--- src/rtl/core/ipv6p_pkg.sv ---
// Shared types, codes and helpers for the IPv6 address text parser.
`timescale 1ns / 1ps

package ipv6p_pkg;

    localparam int unsigned CH_W       = 8;
    localparam int unsigned GROUP_W    = 16;
    localparam int unsigned MAX_GROUPS = 8;
    localparam int unsigned COUNT_W    = 4;
    localparam int unsigned DIGIT_W    = 3;
    localparam int unsigned HALF_W     = 64;

    localparam logic [CH_W-1:0]    COLON_CH   = 8'h3A;
    localparam logic [CH_W-1:0]    TERM_CH    = 8'h00;
    localparam logic [3:0]         NIBBLE     = 4'hF;
    localparam logic [COUNT_W-1:0] GROUPS_MAX = 4'd8;
    localparam logic [DIGIT_W-1:0] DIGITS_MAX = 3'd4;

    typedef enum logic [2:0] {
        PH_START       = 3'd0,
        PH_LEAD_COLON  = 3'd1,
        PH_AFTER_COLON = 3'd2,
        PH_AFTER_DC    = 3'd3,
        PH_IN_GROUP    = 3'd4,
        PH_ERROR       = 3'd5
    } phase_t;

    typedef logic [MAX_GROUPS-1:0][GROUP_W-1:0] group_array_t;

    typedef struct packed {
        phase_t               phase;
        logic [GROUP_W-1:0]   group_value;
        logic [DIGIT_W-1:0]   digit_count;
        logic [COUNT_W-1:0]   left_count;
        logic [COUNT_W-1:0]   right_count;
        logic                 double_colon_seen;
    } parse_ctrl_t;

    typedef struct packed {
        logic              valid_res;
        logic [HALF_W-1:0] address_high;
        logic [HALF_W-1:0] address_low;
    } parse_result_t;

    localparam parse_ctrl_t CTRL_CLEAR = '{
        phase:             PH_START,
        group_value:       '0,
        digit_count:       '0,
        left_count:        '0,
        right_count:       '0,
        double_colon_seen: 1'b0
    };

    // bit 4 set when the byte is a hex digit, low nibble is its value
    function automatic logic [4:0] hex_decode(input logic [CH_W-1:0] c);
        logic [4:0] r;
        r = '0;
        if (c >= 8'h30 && c <= 8'h39) begin
            r = {1'b1, c[3:0]};
        end else if ((c >= 8'h41 && c <= 8'h46) || (c >= 8'h61 && c <= 8'h66)) begin
            r = {1'b1, (c[3:0] + 4'd9) & NIBBLE};
        end
        return r;
    endfunction

endpackage

--- src/rtl/core/ipv6p_step.sv ---
// Per-character parse step and final address expansion.
`timescale 1ns / 1ps

module ipv6p_step
    import ipv6p_pkg::*;
(
    input  logic [CH_W-1:0] ch,
    input  parse_ctrl_t     ctrl,
    input  group_array_t    left_groups,
    input  group_array_t    right_groups,
    output parse_ctrl_t     ctrl_next,
    output group_array_t    left_next,
    output group_array_t    right_next,
    output logic            is_term,
    output parse_result_t   result
);

    logic [4:0]         hex;
    logic               is_hex;
    logic               is_colon;
    logic               full;
    logic               ok;
    logic               do_store;
    logic [COUNT_W-1:0] lc_s;
    logic [COUNT_W-1:0] rc_s;
    logic [COUNT_W:0]   total;
    logic [GROUP_W-1:0] g;
    logic [MAX_GROUPS*GROUP_W-1:0] addr;

    assign hex      = hex_decode(ch);
    assign is_hex   = hex[4];
    assign is_colon = (ch == COLON_CH);
    assign is_term  = (ch == TERM_CH);
    assign full     = (COUNT_W'(ctrl.left_count + ctrl.right_count) >= GROUPS_MAX);

    always_comb
    begin
        ctrl_next  = ctrl;
        left_next  = left_groups;
        right_next = right_groups;
        do_store   = 1'b0;
        ok         = 1'b0;
        lc_s       = ctrl.left_count;
        rc_s       = ctrl.right_count;
        total      = '0;
        g          = '0;
        addr       = '0;
        result     = '0;

        if (is_term) begin
            unique case (ctrl.phase)
                PH_START, PH_AFTER_DC:
                    ok = 1'b1;
                PH_IN_GROUP:
                begin
                    ok       = 1'b1;
                    do_store = 1'b1;
                end
                default:
                    ok = 1'b0;
            endcase
        end else begin
            unique case (ctrl.phase)
                PH_START:
                begin
                    if (is_colon) begin
                        ctrl_next.phase = PH_LEAD_COLON;
                    end else if (is_hex && !full) begin
                        ctrl_next.group_value = GROUP_W'(hex[3:0]);
                        ctrl_next.digit_count = DIGIT_W'(1);
                        ctrl_next.phase       = PH_IN_GROUP;
                    end else begin
                        ctrl_next.phase = PH_ERROR;
                    end
                end
                PH_LEAD_COLON:
                begin
                    if (is_colon) begin
                        ctrl_next.double_colon_seen = 1'b1;
                        ctrl_next.phase             = PH_AFTER_DC;
                    end else begin
                        ctrl_next.phase = PH_ERROR;
                    end
                end
                PH_AFTER_COLON:
                begin
                    if (is_colon && !ctrl.double_colon_seen) begin
                        ctrl_next.double_colon_seen = 1'b1;
                        ctrl_next.phase             = PH_AFTER_DC;
                    end else if (is_hex && !full) begin
                        ctrl_next.group_value = GROUP_W'(hex[3:0]);
                        ctrl_next.digit_count = DIGIT_W'(1);
                        ctrl_next.phase       = PH_IN_GROUP;
                    end else begin
                        ctrl_next.phase = PH_ERROR;
                    end
                end
                PH_AFTER_DC:
                begin
                    if (is_hex && !full) begin
                        ctrl_next.group_value = GROUP_W'(hex[3:0]);
                        ctrl_next.digit_count = DIGIT_W'(1);
                        ctrl_next.phase       = PH_IN_GROUP;
                    end else begin
                        ctrl_next.phase = PH_ERROR;
                    end
                end
                PH_IN_GROUP:
                begin
                    if (is_hex) begin
                        if (ctrl.digit_count >= DIGITS_MAX) begin
                            ctrl_next.phase = PH_ERROR;
                        end else begin
                            ctrl_next.group_value = {ctrl.group_value[GROUP_W-5:0], hex[3:0]};
                            ctrl_next.digit_count = ctrl.digit_count + DIGIT_W'(1);
                        end
                    end else if (is_colon) begin
                        do_store        = 1'b1;
                        ctrl_next.phase = PH_AFTER_COLON;
                    end else begin
                        ctrl_next.phase = PH_ERROR;
                    end
                end
                default:
                    ctrl_next.phase = PH_ERROR;
            endcase
        end

        // left side written by index, right side is a shift line (newest at tap 0)
        if (do_store) begin
            if (ctrl.double_colon_seen) begin
                right_next = {right_groups[MAX_GROUPS-2:0], ctrl.group_value};
                rc_s       = ctrl.right_count + COUNT_W'(1);
            end else begin
                left_next[ctrl.left_count[2:0]] = ctrl.group_value;
                lc_s = ctrl.left_count + COUNT_W'(1);
            end
            ctrl_next.left_count  = lc_s;
            ctrl_next.right_count = rc_s;
            ctrl_next.group_value = '0;
            ctrl_next.digit_count = '0;
        end

        if (is_term) begin
            total = (COUNT_W+1)'(lc_s) + (COUNT_W+1)'(rc_s);
            if (ctrl.double_colon_seen) begin
                ok = ok && (total <= (COUNT_W+1)'(GROUPS_MAX));
            end else begin
                ok = ok && (total == (COUNT_W+1)'(GROUPS_MAX));
            end
            for (int i = 0; i < MAX_GROUPS; i++) begin
                if (COUNT_W'(i) < lc_s) begin
                    g = left_next[i];
                end else if ((COUNT_W+1)'(i) + (COUNT_W+1)'(rc_s)
                             >= (COUNT_W+1)'(GROUPS_MAX)) begin
                    g = right_next[MAX_GROUPS-1-i];
                end else begin
                    g = '0;
                end
                addr[(MAX_GROUPS-1-i)*GROUP_W +: GROUP_W] = g;
            end
            result.valid_res    = ok;
            result.address_high = ok ? addr[2*HALF_W-1:HALF_W] : '0;
            result.address_low  = ok ? addr[HALF_W-1:0] : '0;
            ctrl_next           = CTRL_CLEAR;
        end
    end

endmodule

--- src/rtl/core/ipv6p_out_reg.sv ---
// Result register on the output stream side.
`timescale 1ns / 1ps

module ipv6p_out_reg
    import ipv6p_pkg::*;
(
    input  logic          clk,
    input  logic          rst_n,
    input  logic          load,
    input  parse_result_t res_in,
    input  logic          tready,
    output logic          tvalid,
    output logic          free,
    output parse_result_t res_out
);

    logic          valid_reg;
    logic          valid_next;
    parse_result_t res_reg;

    assign free       = !valid_reg || tready;
    assign valid_next = load || (valid_reg && !tready);

    always_ff @(posedge clk or negedge rst_n)
    begin
        if (!rst_n) begin
            valid_reg <= 1'b0;
        end else begin
            valid_reg <= valid_next;
        end
    end

    always_ff @(posedge clk)
    begin
        if (load) begin
            res_reg <= res_in;
        end
    end

    assign tvalid  = valid_reg;
    assign res_out = res_reg;

endmodule

--- src/rtl/core/ipv6_address_text_parser.sv ---
// Top level of the IPv6 address text parser: input register, parser state, result register.
// Throughput: one character word per cycle, sustained; a result stalls input only while full.
// Result path: the terminating zero byte waits in the input register until the result register
//   has room; the parse step then loads the result word into the result register.
// Reset: rst_n clears the parser control state and both valid flags; the group stores
//   are left as they are and are only read after being written.
`timescale 1ns / 1ps

module ipv6_address_text_parser
    import ipv6p_pkg::*;
(
    input  logic          clk,
    input  logic          rst_n,
    input  logic          s_axis_tvalid,
    output logic          s_axis_tready,
    input  logic [7:0]    s_axis_tdata,   // [7:0] ch
    output logic          m_axis_tvalid,
    input  logic          m_axis_tready,
    output logic [127:0]  m_axis_tdata,   // [63:0] address_high, [127:64] address_low
    output logic          m_axis_tuser    // [0] valid_res
);

    logic            in_valid_reg;
    logic            in_valid_next;
    logic [CH_W-1:0] ch_reg;
    parse_ctrl_t     ctrl_reg;
    parse_ctrl_t     ctrl_next;
    group_array_t    left_reg;
    group_array_t    left_next;
    group_array_t    right_reg;
    group_array_t    right_next;
    parse_result_t   result;
    parse_result_t   res_out;
    logic            is_term;
    logic            out_free;
    logic            advance;
    logic            in_take;

    ipv6p_step u_step (
        .ch           (ch_reg),
        .ctrl         (ctrl_reg),
        .left_groups  (left_reg),
        .right_groups (right_reg),
        .ctrl_next    (ctrl_next),
        .left_next    (left_next),
        .right_next   (right_next),
        .is_term      (is_term),
        .result       (result)
    );

    // a terminator only moves on when the result register has room
    assign advance       = in_valid_reg && (!is_term || out_free);
    assign s_axis_tready = !in_valid_reg || advance;
    assign in_take       = s_axis_tvalid && s_axis_tready;
    assign in_valid_next = in_take || (in_valid_reg && !advance);

    always_ff @(posedge clk or negedge rst_n)
    begin
        if (!rst_n) begin
            in_valid_reg <= 1'b0;
            ctrl_reg     <= CTRL_CLEAR;
        end else begin
            in_valid_reg <= in_valid_next;
            if (advance) begin
                ctrl_reg <= ctrl_next;
            end
        end
    end

    always_ff @(posedge clk)
    begin
        if (in_take) begin
            ch_reg <= s_axis_tdata;
        end
        if (advance) begin
            left_reg  <= left_next;
            right_reg <= right_next;
        end
    end

    ipv6p_out_reg u_out (
        .clk     (clk),
        .rst_n   (rst_n),
        .load    (advance && is_term),
        .res_in  (result),
        .tready  (m_axis_tready),
        .tvalid  (m_axis_tvalid),
        .free    (out_free),
        .res_out (res_out)
    );

    assign m_axis_tdata = {res_out.address_low, res_out.address_high};
    assign m_axis_tuser = res_out.valid_res;

    // invalid text must carry a zero address
    a_invalid_zero: assert property (@(posedge clk) disable iff (!rst_n)
        m_axis_tvalid && !m_axis_tuser |-> m_axis_tdata == '0)
        else $error("invalid result with nonzero address");

    a_group_limit: assert property (@(posedge clk) disable iff (!rst_n)
        (5'(ctrl_reg.left_count) + 5'(ctrl_reg.right_count)) <= 5'(GROUPS_MAX))
        else $error("more than eight groups held");

    a_right_needs_dc: assert property (@(posedge clk) disable iff (!rst_n)
        ctrl_reg.right_count != '0 |-> ctrl_reg.double_colon_seen)
        else $error("right groups without double colon");

    a_clear_after_term: assert property (@(posedge clk) disable iff (!rst_n)
        advance && is_term |=> ctrl_reg == CTRL_CLEAR)
        else $error("parser state not cleared after terminator");

endmodule

--- config.mk ---
export PLATFORM = sky130hd
export DESIGN_NAME = ipv6_address_text_parser
export DESIGN_NICKNAME = d
export VERILOG_FILES = /design/src/rtl/core/ipv6p_pkg.sv /design/src/rtl/core/ipv6p_step.sv /design/src/rtl/core/ipv6p_out_reg.sv /design/src/rtl/core/ipv6_address_text_parser.sv
export SDC_FILE = /design/constraint.sdc
export NUM_CORES = 1
export LEC_CHECK = 0
export BUFFER_PORTS_ARGS = -buffer_cell sky130_fd_sc_hd__buf_4
export CAP_MARGIN = 20
export CORE_UTILIZATION = 30
export DETAILED_ROUTE_END_ITERATION = 6
export PLACE_DENSITY = 0.45
export RECOVER_POWER = 100
export SLEW_MARGIN = 20
export SYNTH_ARGS = -nofsm -noshare
export SYNTH_HDL_FRONTEND = slang
export SYNTH_SLANG_ARGS = --single-unit
--- constraint.sdc ---
create_clock -name clk -period 8 [get_ports clk]
set_input_delay 2 -clock clk [delete_from_list [all_inputs] [get_ports clk]]
set_output_delay 2 -clock clk [all_outputs]
set_load 0.05 [all_outputs]
==> qor.yml, run 1 <==
synthesis:
  synth_edf_count: 393
  synthArstFlopShare_pct: 7.746
  postSynthCellCount: 1705
  synth-seq-cells: 426
  yosysSeqAreaShare_pct: 61.08
  yosys.cell_types.count: 81
  avgSynthCellArea_sq_um: 12.12
  synth_area_sq_mm: 0.02067
  yosys_most_used_dff: "edfxtp_1"
  synth_nets: 1739
  yosysWarnings: 0
worst_hold_path:
  holdCritPathClass: "reg2reg"
  hp-start: "in_valid_reg"
  hold_path_end: "in_valid_reg"
  hold_depth: 2
critical_path:
  r2r_start: "ch_reg[0]"
  path_max_fanout: 55
  crit_top_cell: "clkbuf_1"
  reg2reg_slack_ns: 1.40
  crit_buf_inv: 3
  endpoint_kind: "register"
  worstSetupPathType: "reg2reg"
  worstPathArrival_ns: 6.96
  cp-start-kind: "register"
  cp.required_ns: 8.36
  ff2ff_path_depth: 10
  max_stage_delay_ns: 2.24
  path_cells: "inv_1 -> ha_1 -> o21bai_1 -> and4_1 -> o211ai_1 -> clkbuf_1 -> clkbuf_1 -> mux2_2 -> nand4_1 -> o32ai_1"
  critical-path-top-delay-family: "buffers and inverters"
  worstReg2RegEnd: "u_out.res_out[98]"
  critPathSlowestCell: "clkbuf_1"
global_route:
  grt_pass1_vias: 13620
  antenna_found_initial: 5
  grt_pass1_wl_mm: 94.42
  grtUsageTotal_pct: 18.25
  grt_max_degree: 178
  grt_remaining_overflow: 0
layout:
  synthToLayoutAreaGrowth_pct: 13.31
  num-fill-cells: 6813
  layout_commonest_cell: "edfxtp_1"
  layout_common_cells: "edfxtp_1 (393), nand2_1 (264), inv_1 (250)"
  multi_input_area_sq_mm: 0.006454
  largest_register_ffs: 129
  final-seq-area_sq_mm: 0.01263
  drive_gt1_share_pct: 7.987
  fin_nets: 1848
clocking:
  clock_latency_ns: 0.61
  cts_made_buffers: 48
  holdBufCountCts: 0
  cts_root_buf: "clkbuf_16"
  cts_sinks: 426
  postCtsSetupBuffers: 0
  cts-htree-levels: 2
  ctsLongestPathBuffers: 3
  path_clk_slew_ns: 0.06
  cts_resized: 0
  cts_tree: "done"
power_and_ir_drop:
  sequentialPowerShare_pct: 52.4
  netSwitchingFraction_pct: 23.05
  internal_power_uw: 3798
  vdd_ir_drop_max_uv: 125.1
  power_frac_comb_pct: 3.0
  clkPwrFrac_pct: 44.6
  switching_power_uw: 1137
  p_per_area_mw_per_mm2: 210.7
  leakage_uw: 0.008163
route:
  wl_mm: 64.41
  drcViolationCount: 0
  wl_per_cell_um: 23.61
  drt_pass1_iterations: 5
  vias: 13520
  final_antenna_net_count: 0
  detail_route.iter0.violations: 1000
  vias_per_cell: 4.955
sta:
  worst_slack_ns: 1.399
  finalMaxSlewViolations: 629
  skew_ns: 0.02786
  final-setup-viol-count: 0
  slew_headroom_pct: -110.5
  hold_slack_ns: 0.5456
  tns_ns: 0
  grt_setup_unrepaired: "no"
  min_period_over_period_pct: 82.51
  worst_pin_slew_ns: 3.157
  fmax_ghz: 0.1515
  hold_violations: 0
  finalCriticalPeriod_ns: 6.601
flow_run:
  maxCapViolCount: 14
floorplan:
  io_pins: 143
  initial_core_util_pct: 30.57
  chipWidth_um: 264.5
  die_h_um: 264.5
  fp-row-count: 95
  core_area_sq_mm: 0.06763
  die_area_sq_mm: 0.06996
placed_design:
  pre_cts_slack_ns: 1.792
  gp_congestion: 0.8096
  portBuffers: 142
  hpwl_mm: 41.34
outcome:
  violations: "capacitance limit, slew limit"
  status: "finished, violations left"
-- synth_stat cells (8+ instances only) --
cell type / count / area share [%]
nor2_1: 14 / 0.25
clkbuf_1: 66 / 1.2
inv_1: 251 / 4.6
o41ai_1: 9 / 0.38
dfrtp_1: 33 / 4.0
buf_2: 31 / 0.75
nand3_1: 8 / 0.19
a21oi_1: 16 / 0.39
and2_1: 115 / 3.5
nand2_1: 264 / 4.8
o32ai_1: 86 / 3.6
o21ai_0: 22 / 0.53
o41ai_2: 8 / 0.63
mux2i_1: 131 / 6.3
o32ai_2: 10 / 0.79
nand4_1: 24 / 0.73
mux2_2: 38 / 2.1
o22ai_1: 17 / 0.51
edfxtp_1: 393 / 57
o211ai_1: 18 / 0.65
nor3_1: 11 / 0.27
ha_1: 21 / 1.3
-- through the flow --
step | cell area (sq um) | power (uW) | utilization [%] | std cells
CTS | 24170 | 5000 | 35.73 | 2726
global route | 23420 | 5095 | 34.63 | 2726
detailed placement | 22630 | 2792 | 33.46 | 2637
finish | 23420 | 4935 | 34.63 | 2728
floorplan | 20680 | 2673 | - | 1705
global placement | 22620 | 2789 | 33.44 | 2637
-- logic make-up (layout without fill, tap and decap cells) --
family / after synthesis / in the layout / synth area share [%]
compound gates: 231 / 231 / 9.763
fa+ha+maj: 22 / 22 / 1.368
buf+inv: 366 / 514 / 7.160
flops: 426 / 426 / 61.08
simple gates: 479 / 479 / 11.53
other cells: 0 / 2 / 0
xor+xnor: 11 / 11 / 0.6295
mux: 170 / 170 / 8.468
-- cell type report --
class / instances / area share, %
flip-flops and latches: 426 / 53.91
multi-input cells: 913 / 27.55
clock buffers: 60 / 5.496
well taps: 873 / 4.663
inverters: 252 / 4.054
repair buffers: 173 / 3.232
clock inverters: 29 / 1.074
diodes: 2 / 0.02137
-- metal layers --
| layer | up-vias | global-route usage (%) | wire (um) |
|---|---|---|---|
| li1 | 6292 | - | - |
| met1 | 6762 | 25.17 | 28830 |
| met2 | 380 | 29.72 | 30600 |
| met5 | - | 0 | 0 |
| met4 | 0 | 5.908 | 1730 |
| met3 | 84 | 2.294 | 3247 |
-- tightest hold or removal path: cells and delay by family, from the launching register on --
kind	cells	cell delay, ns
DFF	1	0.35
and+or+nand+nor	2	0.17
-- worst max-delay path by stage --
stage | start | to | slack (ns) | cells past startpoint
after floorplan | m_axis_tready | ctrl_reg[2] | 0.45 | 6
after global placement | ch_reg[0] | u_out.res_out[38] | 1.98 | 15
after detailed placement | ch_reg[0] | u_out.res_out[44] | 1.79 | 15
after CTS | ch_reg[0] | u_out.res_out[44] | 1.79 | 15
after global routing | ch_reg[0] | u_out.res_out[25] | 0.94 | 16
final | ch_reg[0] | u_out.res_out[98] | 1.40 | 10
-- power by group through the flow --
stage | Sequential [uW] | Clock (uW) | Combinational [uW]
6_report | 2590 | 2200 | 149
5_1_grt | 2590 | 2330 | 168
4_1_cts | 2590 | 2250 | 159
3_5_place_dp | 2630 | 0 | 158
3_3_place_gp | 2630 | 0 | 156
2_1_floorplan | 2550 | 0 | 121
Power figures use the tool's default switching activity.
==> inputs of run 2 (changes only) <==
--- a/config.mk
+++ b/config.mk
@@ -5,6 +5,7 @@
 export SDC_FILE = /design/constraint.sdc
 export NUM_CORES = 1
 export LEC_CHECK = 0
+export ABC_AREA = 1
 export BUFFER_PORTS_ARGS = -buffer_cell sky130_fd_sc_hd__buf_4
 export CAP_MARGIN = 20
 export CORE_UTILIZATION = 30
==> constraint.sdc (replaced) <==
create_clock -name clk -period 6 [get_ports clk]
set_input_delay 1.5 -clock clk [delete_from_list [all_inputs] [get_ports clk]]
set_output_delay 1.5 -clock clk [all_outputs]
set_load 0.05 [all_outputs]
==> qor.yml, run 2 <==
outcome:
  status: "finished, violations left"
  violations: "capacitance limit, slew limit"
floorplan:
  chipWidth_um: 259.3  # -2.0%
  initial_core_util_pct: 30.58  # about the same
  io_pins: 143  # unchanged
  core_area_sq_mm: 0.06493  # -4.0%
  die_area_sq_mm: 0.06722  # -3.9%
  die_h_um: 259.3  # -2.0%
  fp-row-count: 93  # -2.1%
sta:
  fmax_ghz: 0.1954
  worst_pin_slew_ns: 3.295  # +0.1375 ns
  slew_headroom_pct: -119.7  # -9.2 points
  hold_violations: 0  # unchanged
  grt_setup_unrepaired: "no"
  hold_slack_ns: 0.5594  # +0.01382 ns
  skew_ns: 0.01929  # -0.008573 ns
  final-setup-viol-count: 0  # unchanged
  min_period_over_period_pct: 85.31
  finalCriticalPeriod_ns: 5.119
  worst_slack_ns: 0.8814  # -0.5180 ns
  finalMaxSlewViolations: 505  # -20%
critical_path:
  path_max_fanout: 141  # +160%
  worstSetupPathType: "in2reg"
  cp.required_ns: 6.14  # -2.22 ns
  endpoint_kind: "register"
  crit_buf_inv: 4  # +1
  path_cells: "buf_4 -> inv_12 -> a31oi_1 -> buf_12 -> clkbuf_1"
  worstPathArrival_ns: 5.26  # -1.70 ns
  cp-start-kind: "input pin"
  crit_path_start: "m_axis_tready"
  max_stage_delay_ns: 2.38  # +0.14 ns
  critical-path-top-delay-family: "buffers and inverters"
  r2r_start: "ch_reg[0]"
  critPathSlowestCell: "clkbuf_1"
synthesis:
  synth-seq-cells: 426  # unchanged
  postSynthCellCount: 1864  # +9.3%
  yosysWarnings: 0  # unchanged
  yosys-top-cells-area: "edfxtp_1 (59%), nand2_1 (7.8%), dfrtp_1 (4.2%)"
  synth_area_sq_mm: 0.01986  # -3.9%
  avgSynthCellArea_sq_um: 10.65  # -12%
  synthArstFlopShare_pct: 7.746  # unchanged
  yosys.cell_types.count: 45  # -44%
  synth_edf_count: 393  # unchanged
  synth.most_common_cell: "nand2_1"
  yosys_most_used_dff: "edfxtp_1"
  synth_nets: 1898  # +9.1%
  synthTopCellsByCount: "nand2_1 (412), edfxtp_1 (393), a21oi_1 (139)"
  yosysSeqAreaShare_pct: 63.59  # +2.5 points
  yosys.area.top_type_share_pct: 59.43  # +2.3 points
  yosysTopAreaCell: "edfxtp_1"
layout:
  fin_util_pct: 34.44  # -0.20 points
  largest_register_ffs: 129  # unchanged
  num-fill-cells: 6763  # -0.73%
  drive_gt1_share_pct: 9.159  # +1.2 points
  antenna_cells: 0  # -2
  synthToLayoutAreaGrowth_pct: 12.60
  layout_common_cells: "nand2_1 (415), edfxtp_1 (393), o21ai_0 (237)"
  fin_nets: 2003  # +8.4%
  layout_commonest_cell: "nand2_1"
global_route:
  grt_max_degree: 142  # -20%
  grt_remaining_overflow: 0  # unchanged
  antenna_found_initial: 5  # unchanged
  grtUsageTotal_pct: 18.63  # +0.37 points
  grt_pass1_vias: 13930  # +2.3%
  grt_pass1_wl_mm: 92.87  # -1.6%
clocking:
  cts-htree-levels: 2  # unchanged
  ctsLongestPathBuffers: 3  # unchanged
  holdBufCountCts: 0  # unchanged
  cts_sinks: 426  # unchanged
  clock_latency_ns: 0.60  # about the same
  cts_resized: 0  # unchanged
  cts_made_buffers: 49  # +2.1%
  cts_root_buf: "clkbuf_16"
  postCtsSetupBuffers: 0  # unchanged
  cts_tree: "done"
  path_clk_slew_ns: 0.06  # about the same
power_and_ir_drop:
  vdd_ir_drop_max_uv: 195.7  # +56%
  p_per_area_mw_per_mm2: 304.0  # +44%
  leakage_uw: 0.007975  # -2.3%
route:
  vias: 13970  # +3.3%
  detail_route.iter0.violations: 1292  # +29%
  final_antenna_net_count: 0  # unchanged
  drcViolationCount: 0  # unchanged
  drt_pass1_iterations: 7  # +2
  vias_per_cell: 4.876  # -1.6%
  wl_per_cell_um: 21.82  # -7.6%
  wl_mm: 62.50  # -3.0%
worst_hold_path:
  hp-start: "u_out.tvalid"
  holdCritPathClass: "reg2reg"
placed_design:
  hpwl_mm: 40.95  # -0.93%
  gp_congestion: 0.8488  # +4.8%
  portBuffers: 142  # unchanged
  pre_cts_slack_ns: 1.229  # -0.5637 ns
flow_run:
  maxCapViolCount: 10  # -4
run 2: changes by cell type after synthesis, moves of 25 or more:
| cell | delta |
|---|---|
| a21oi_2 | +46 |
| a21oi_1 | +123 |
| inv_2 | +42 |
| o32ai_1 | -86 |
| clkbuf_1 | -25 |
| nor2_1 | +73 |
| mux2i_1 | -131 |
| and2_1 | -115 |
| nand2_1 | +148 |
| inv_1 | -145 |
| nand3_1 | +113 |
| o21ai_1 | +114 |
| o21ai_0 | +102 |
run 2: worst min-delay path: cells and delay by family (launching register included):
| kind | cells | cell delay [ns] |
|---|---|---|
| flops | 1 | 0.41 |
| simple gates | 2 | 0.11 |
run 2: area by class of cell:
type | count | area [sq um] | area share (%)
repair buffers | 155 | 680.7 | 3.044
multi-input cells | 1188 | 5867 | 26.24
flip-flops and latches | 426 | 12630 | 56.47
well taps | 855 | 1070 | 4.785
clock buffers | 58 | 1290 | 5.769
inverters | 149 | 576.8 | 2.580
clock inverters | 33 | 247.7 | 1.108
run 2: cells by family (layout without fill, tap and decap cells):
group | after synthesis | count (layout) | synth area share [%]
fa+ha+maj | 22 | 22 | 1.424
flops | 426 | 426 | 63.59
simple gates | 666 | 666 | 14.63
mux | 16 | 16 | 0.9074
buf+inv | 250 | 395 | 5.589
compound gates | 475 | 475 | 13.46
xor+xnor | 9 | 9 | 0.3970
run 2: per-stage QoR:
| step | total power (uW) | setup TNS, ns | cells | cell area (sq um) |
|---|---|---|---|---|
| after floorplan | 3795 | -451.60 | 1864 | 19930 |
| after global placement | 3976 | 0 | 2771 | 21640 |
| after detailed placement | 3986 | 0 | 2771 | 21640 |
| after CTS | 6898 | 0 | 2862 | 23180 |
| after global routing | 7045 | 0 | 2864 | 22360 |
| final | 6798 | 0 | 2864 | 22360 |
run 2: per-layer routing:
layer,track usage (%),vias up,share of wire (%)
met5,0,-,0.021
met4,4.575,2,2.1
met3,3.700,70,5.9
met2,29.98,392,46
met1,25.67,6799,46
li1,-,6703,-
run 2: report_power, final:
part           leakage, uW  switching [uW]  internal (uW)  total (uW)
Clock             0.000752            1270           1630        2900
Sequential         0.00443            95.9           3380        3480
Combinational      0.00280             323           96.5         419
run 2: worst paths after layout:
check                                      end  slack (ns)  cells past startpoint
min in group asynchronous         in_valid_reg        1.43                      1
worst min-delay path              u_out.tvalid        0.56                      2
max in group asynchronous         ctrl_reg[20]        3.44                      1
worst max register to register  right_reg[121]        0.96                      7
worst max-delay path            right_reg[121]        0.88                      5
worst min register to register    u_out.tvalid        0.56                      2
==> inputs of run 3 (changes only) <==
--- a/config.mk
+++ b/config.mk
@@ -7,8 +7,8 @@
 export LEC_CHECK = 0
 export ABC_AREA = 1
 export BUFFER_PORTS_ARGS = -buffer_cell sky130_fd_sc_hd__buf_4
-export CAP_MARGIN = 20
 export CORE_UTILIZATION = 30
+export CTS_BUF_LIST = sky130_fd_sc_hd__clkbuf_16
 export DETAILED_ROUTE_END_ITERATION = 6
 export PLACE_DENSITY = 0.45
 export RECOVER_POWER = 100
==> qor.yml, run 3 (synthesis gave the netlist of run 2 again) <==
clocking:
  path_clk_slew_ns: 0.06  # about the same
  holdBufCountCts: 0  # unchanged
  cts_made_buffers: 49  # unchanged
  ctsLongestPathBuffers: 3  # unchanged
  cts_root_buf: "clkbuf_16"
  cts_sinks: 426  # unchanged
  postCtsSetupBuffers: 0  # unchanged
  cts-htree-levels: 2  # unchanged
  cts_resized: 0  # unchanged
  cts_tree: "done"
  clock_latency_ns: 0.60  # about the same
worst_hold_path:
  hp-start: "u_out.tvalid"
  holdCritPathClass: "reg2reg"
  hold_depth: 2  # unchanged
  hold_path_end: "u_out.tvalid"
floorplan:
  fp-row-count: 93  # unchanged
  io_pins: 143  # unchanged
  die_h_um: 259.3  # unchanged
  core_area_sq_mm: 0.06493  # unchanged
  die_area_sq_mm: 0.06722  # unchanged
  initial_core_util_pct: 30.58  # unchanged
  chipWidth_um: 259.3  # unchanged
placed_design:
  gp_congestion: 0.8488  # unchanged
  dpl.cell_count: 2771  # unchanged
  hpwl_mm: 40.95  # unchanged
  portBuffers: 142  # unchanged
sta:
  min_period_over_period_pct: 85.13  # -0.18 points
  hold_slack_ns: 0.5594  # +0.000004000 ns
  final-setup-viol-count: 0  # unchanged
  hold_violations: 0  # unchanged
  worst_pin_slew_ns: 3.279  # -0.01552 ns
  slew_headroom_pct: -118.6  # +1.0 points
  finalMaxSlewViolations: 538  # +6.5%
  finalCriticalPeriod_ns: 5.108  # -0.01066 ns
  grt_setup_unrepaired: "no"
  fmax_ghz: 0.1958  # +0.21%
  skew_ns: 0.02225  # +0.002961 ns
layout:
  final_cells: 2863  # -0.035%
  layout_common_cells: "nand2_1 (416), edfxtp_1 (393), o21ai_0 (236)"
  layout_commonest_cell: "nand2_1"
  largest_register_ffs: 129  # unchanged
  synthToLayoutAreaGrowth_pct: 12.34
  drive_gt1_share_pct: 9.018  # -0.14 points
  fin_nets: 2001  # -0.10%
route:
  vias_per_cell: 4.897  # +0.41%
  drt_pass1_iterations: 5  # -2
  vias: 14020  # +0.38%
  final_antenna_net_count: 0  # unchanged
  wl_per_cell_um: 21.84  # about the same
  detail_route.iter0.violations: 1310  # +1.4%
  drcViolationCount: 0  # unchanged
  wl_mm: 62.54  # about the same
critical_path:
  worstReg2RegEnd: "u_out.res_out[60]"
  ff2ff_path_depth: 17  # +10
  cp.required_ns: 6.14  # about the same
  path_cells: "buf_4 -> inv_12 -> a31oi_1 -> buf_12 -> clkbuf_1"
  r2r_start: "ch_reg[1]"
  reg2reg_slack_ns: 0.90  # -0.06 ns
  worstSetupPathType: "in2reg"
  worstPathArrival_ns: 5.25  # about the same
  max_stage_delay_ns: 2.36  # -0.02 ns
  endpoint_kind: "register"
  critPathSlowestCell: "clkbuf_1"
  path_max_fanout: 141  # unchanged
  cp-start-kind: "input pin"
power_and_ir_drop:
  vdd_ir_drop_max_uv: 196.2  # +0.22%
  leakage_uw: 0.007976  # about the same
  total_power_uw: 6747  # -0.75%
  p_per_area_mw_per_mm2: 302.5  # -0.51%
flow_run:
  maxCapViolCount: 11  # +1
outcome:
  status: "finished, violations left"
  violations: "capacitance limit, slew limit"
global_route:
  grtUsageTotal_pct: 18.62  # about the same
  grt_max_degree: 142  # unchanged
  grt_pass1_vias: 13920  # -0.043%
  antenna_found_initial: 5  # unchanged
  grt_remaining_overflow: 0  # unchanged
  grt_pass1_wl_mm: 92.85  # about the same
run 3: changes by cell type in the layout (fill, tap and decap cells not counted), sizes merged:
cell,previous run,this run
inv,146,153
clkinv,29,31
clkbuf,206,196
diode,0,1
buf,7,6
run 3: metal layers:
| metal | GRT usage, % | wire, um | part of all wire, % | up-vias |
|---|---|---|---|---|
| li1 | - | - | - | 6719 |
| met1 | 25.68 | 28460 | 46 | 6849 |
| met2 | 29.95 | 28950 | 46 | 379 |
| met3 | 3.700 | 3818 | 6.1 | 70 |
| met4 | 4.559 | 1292 | 2.1 | 2 |
| met5 | 0 | 13 | 0.021 | - |
run 3: worst max path at each step:
stage                                     to  depth (start not counted)  slack, ns           from
after floorplan             u_out.res_out[0]                          4      -2.47  m_axis_tready
after global placement     u_out.res_out[60]                         17       1.31      ch_reg[0]
after detailed placement  u_out.res_out[117]                         17       1.23      ch_reg[0]
after CTS                 u_out.res_out[117]                         17       1.23      ch_reg[0]
after global routing       u_out.res_out[80]                         12       0.46      ch_reg[1]
final                         right_reg[121]                          5       0.89  m_axis_tready
run 3: final cells by class:
class | count | area, sq um
sequential | 426 | 12630
timing repair buffer | 153 | 656.9
tap | 855 | 1070
multi-input combinational | 1188 | 5866
clock inverter | 42 | 281.5
fill | 6769 | 42620
inverter | 149 | 576.8
antenna | 1 | 2.502
clock buffer | 49 | 1226
run 3: metrics by stage:
stage | util (%) | TNS (ns) | worst slack [ns] | cell area, sq um
after floorplan | - | -451.60 | -2.469 | 19930
after global placement | 33.33 | 0 | 1.313 | 21640
after detailed placement | 33.33 | 0 | 1.229 | 21640
after CTS | 35.65 | 0 | 1.228 | 23150
after global routing | 34.35 | 0 | 0.4551 | 22300
final | 34.35 | 0 | 0.8921 | 22310
run 3: report_power, final:
| group | internal [uW] | switching [uW] | leakage [uW] |
|---|---|---|---|
| logic | 96.5 | 323 | 0.00279 |
| clock network | 1580 | 1270 | 0.000760 |
| registers | 3380 | 95.2 | 0.00443 |
| total | 5060 | 1690 | 0.00798 |
run 3: worst max-delay path, delay by kind of cell:
family | cells | cell delay (ns)
compound gates | 1 | 0.36
buf+inv | 4 | 3.06
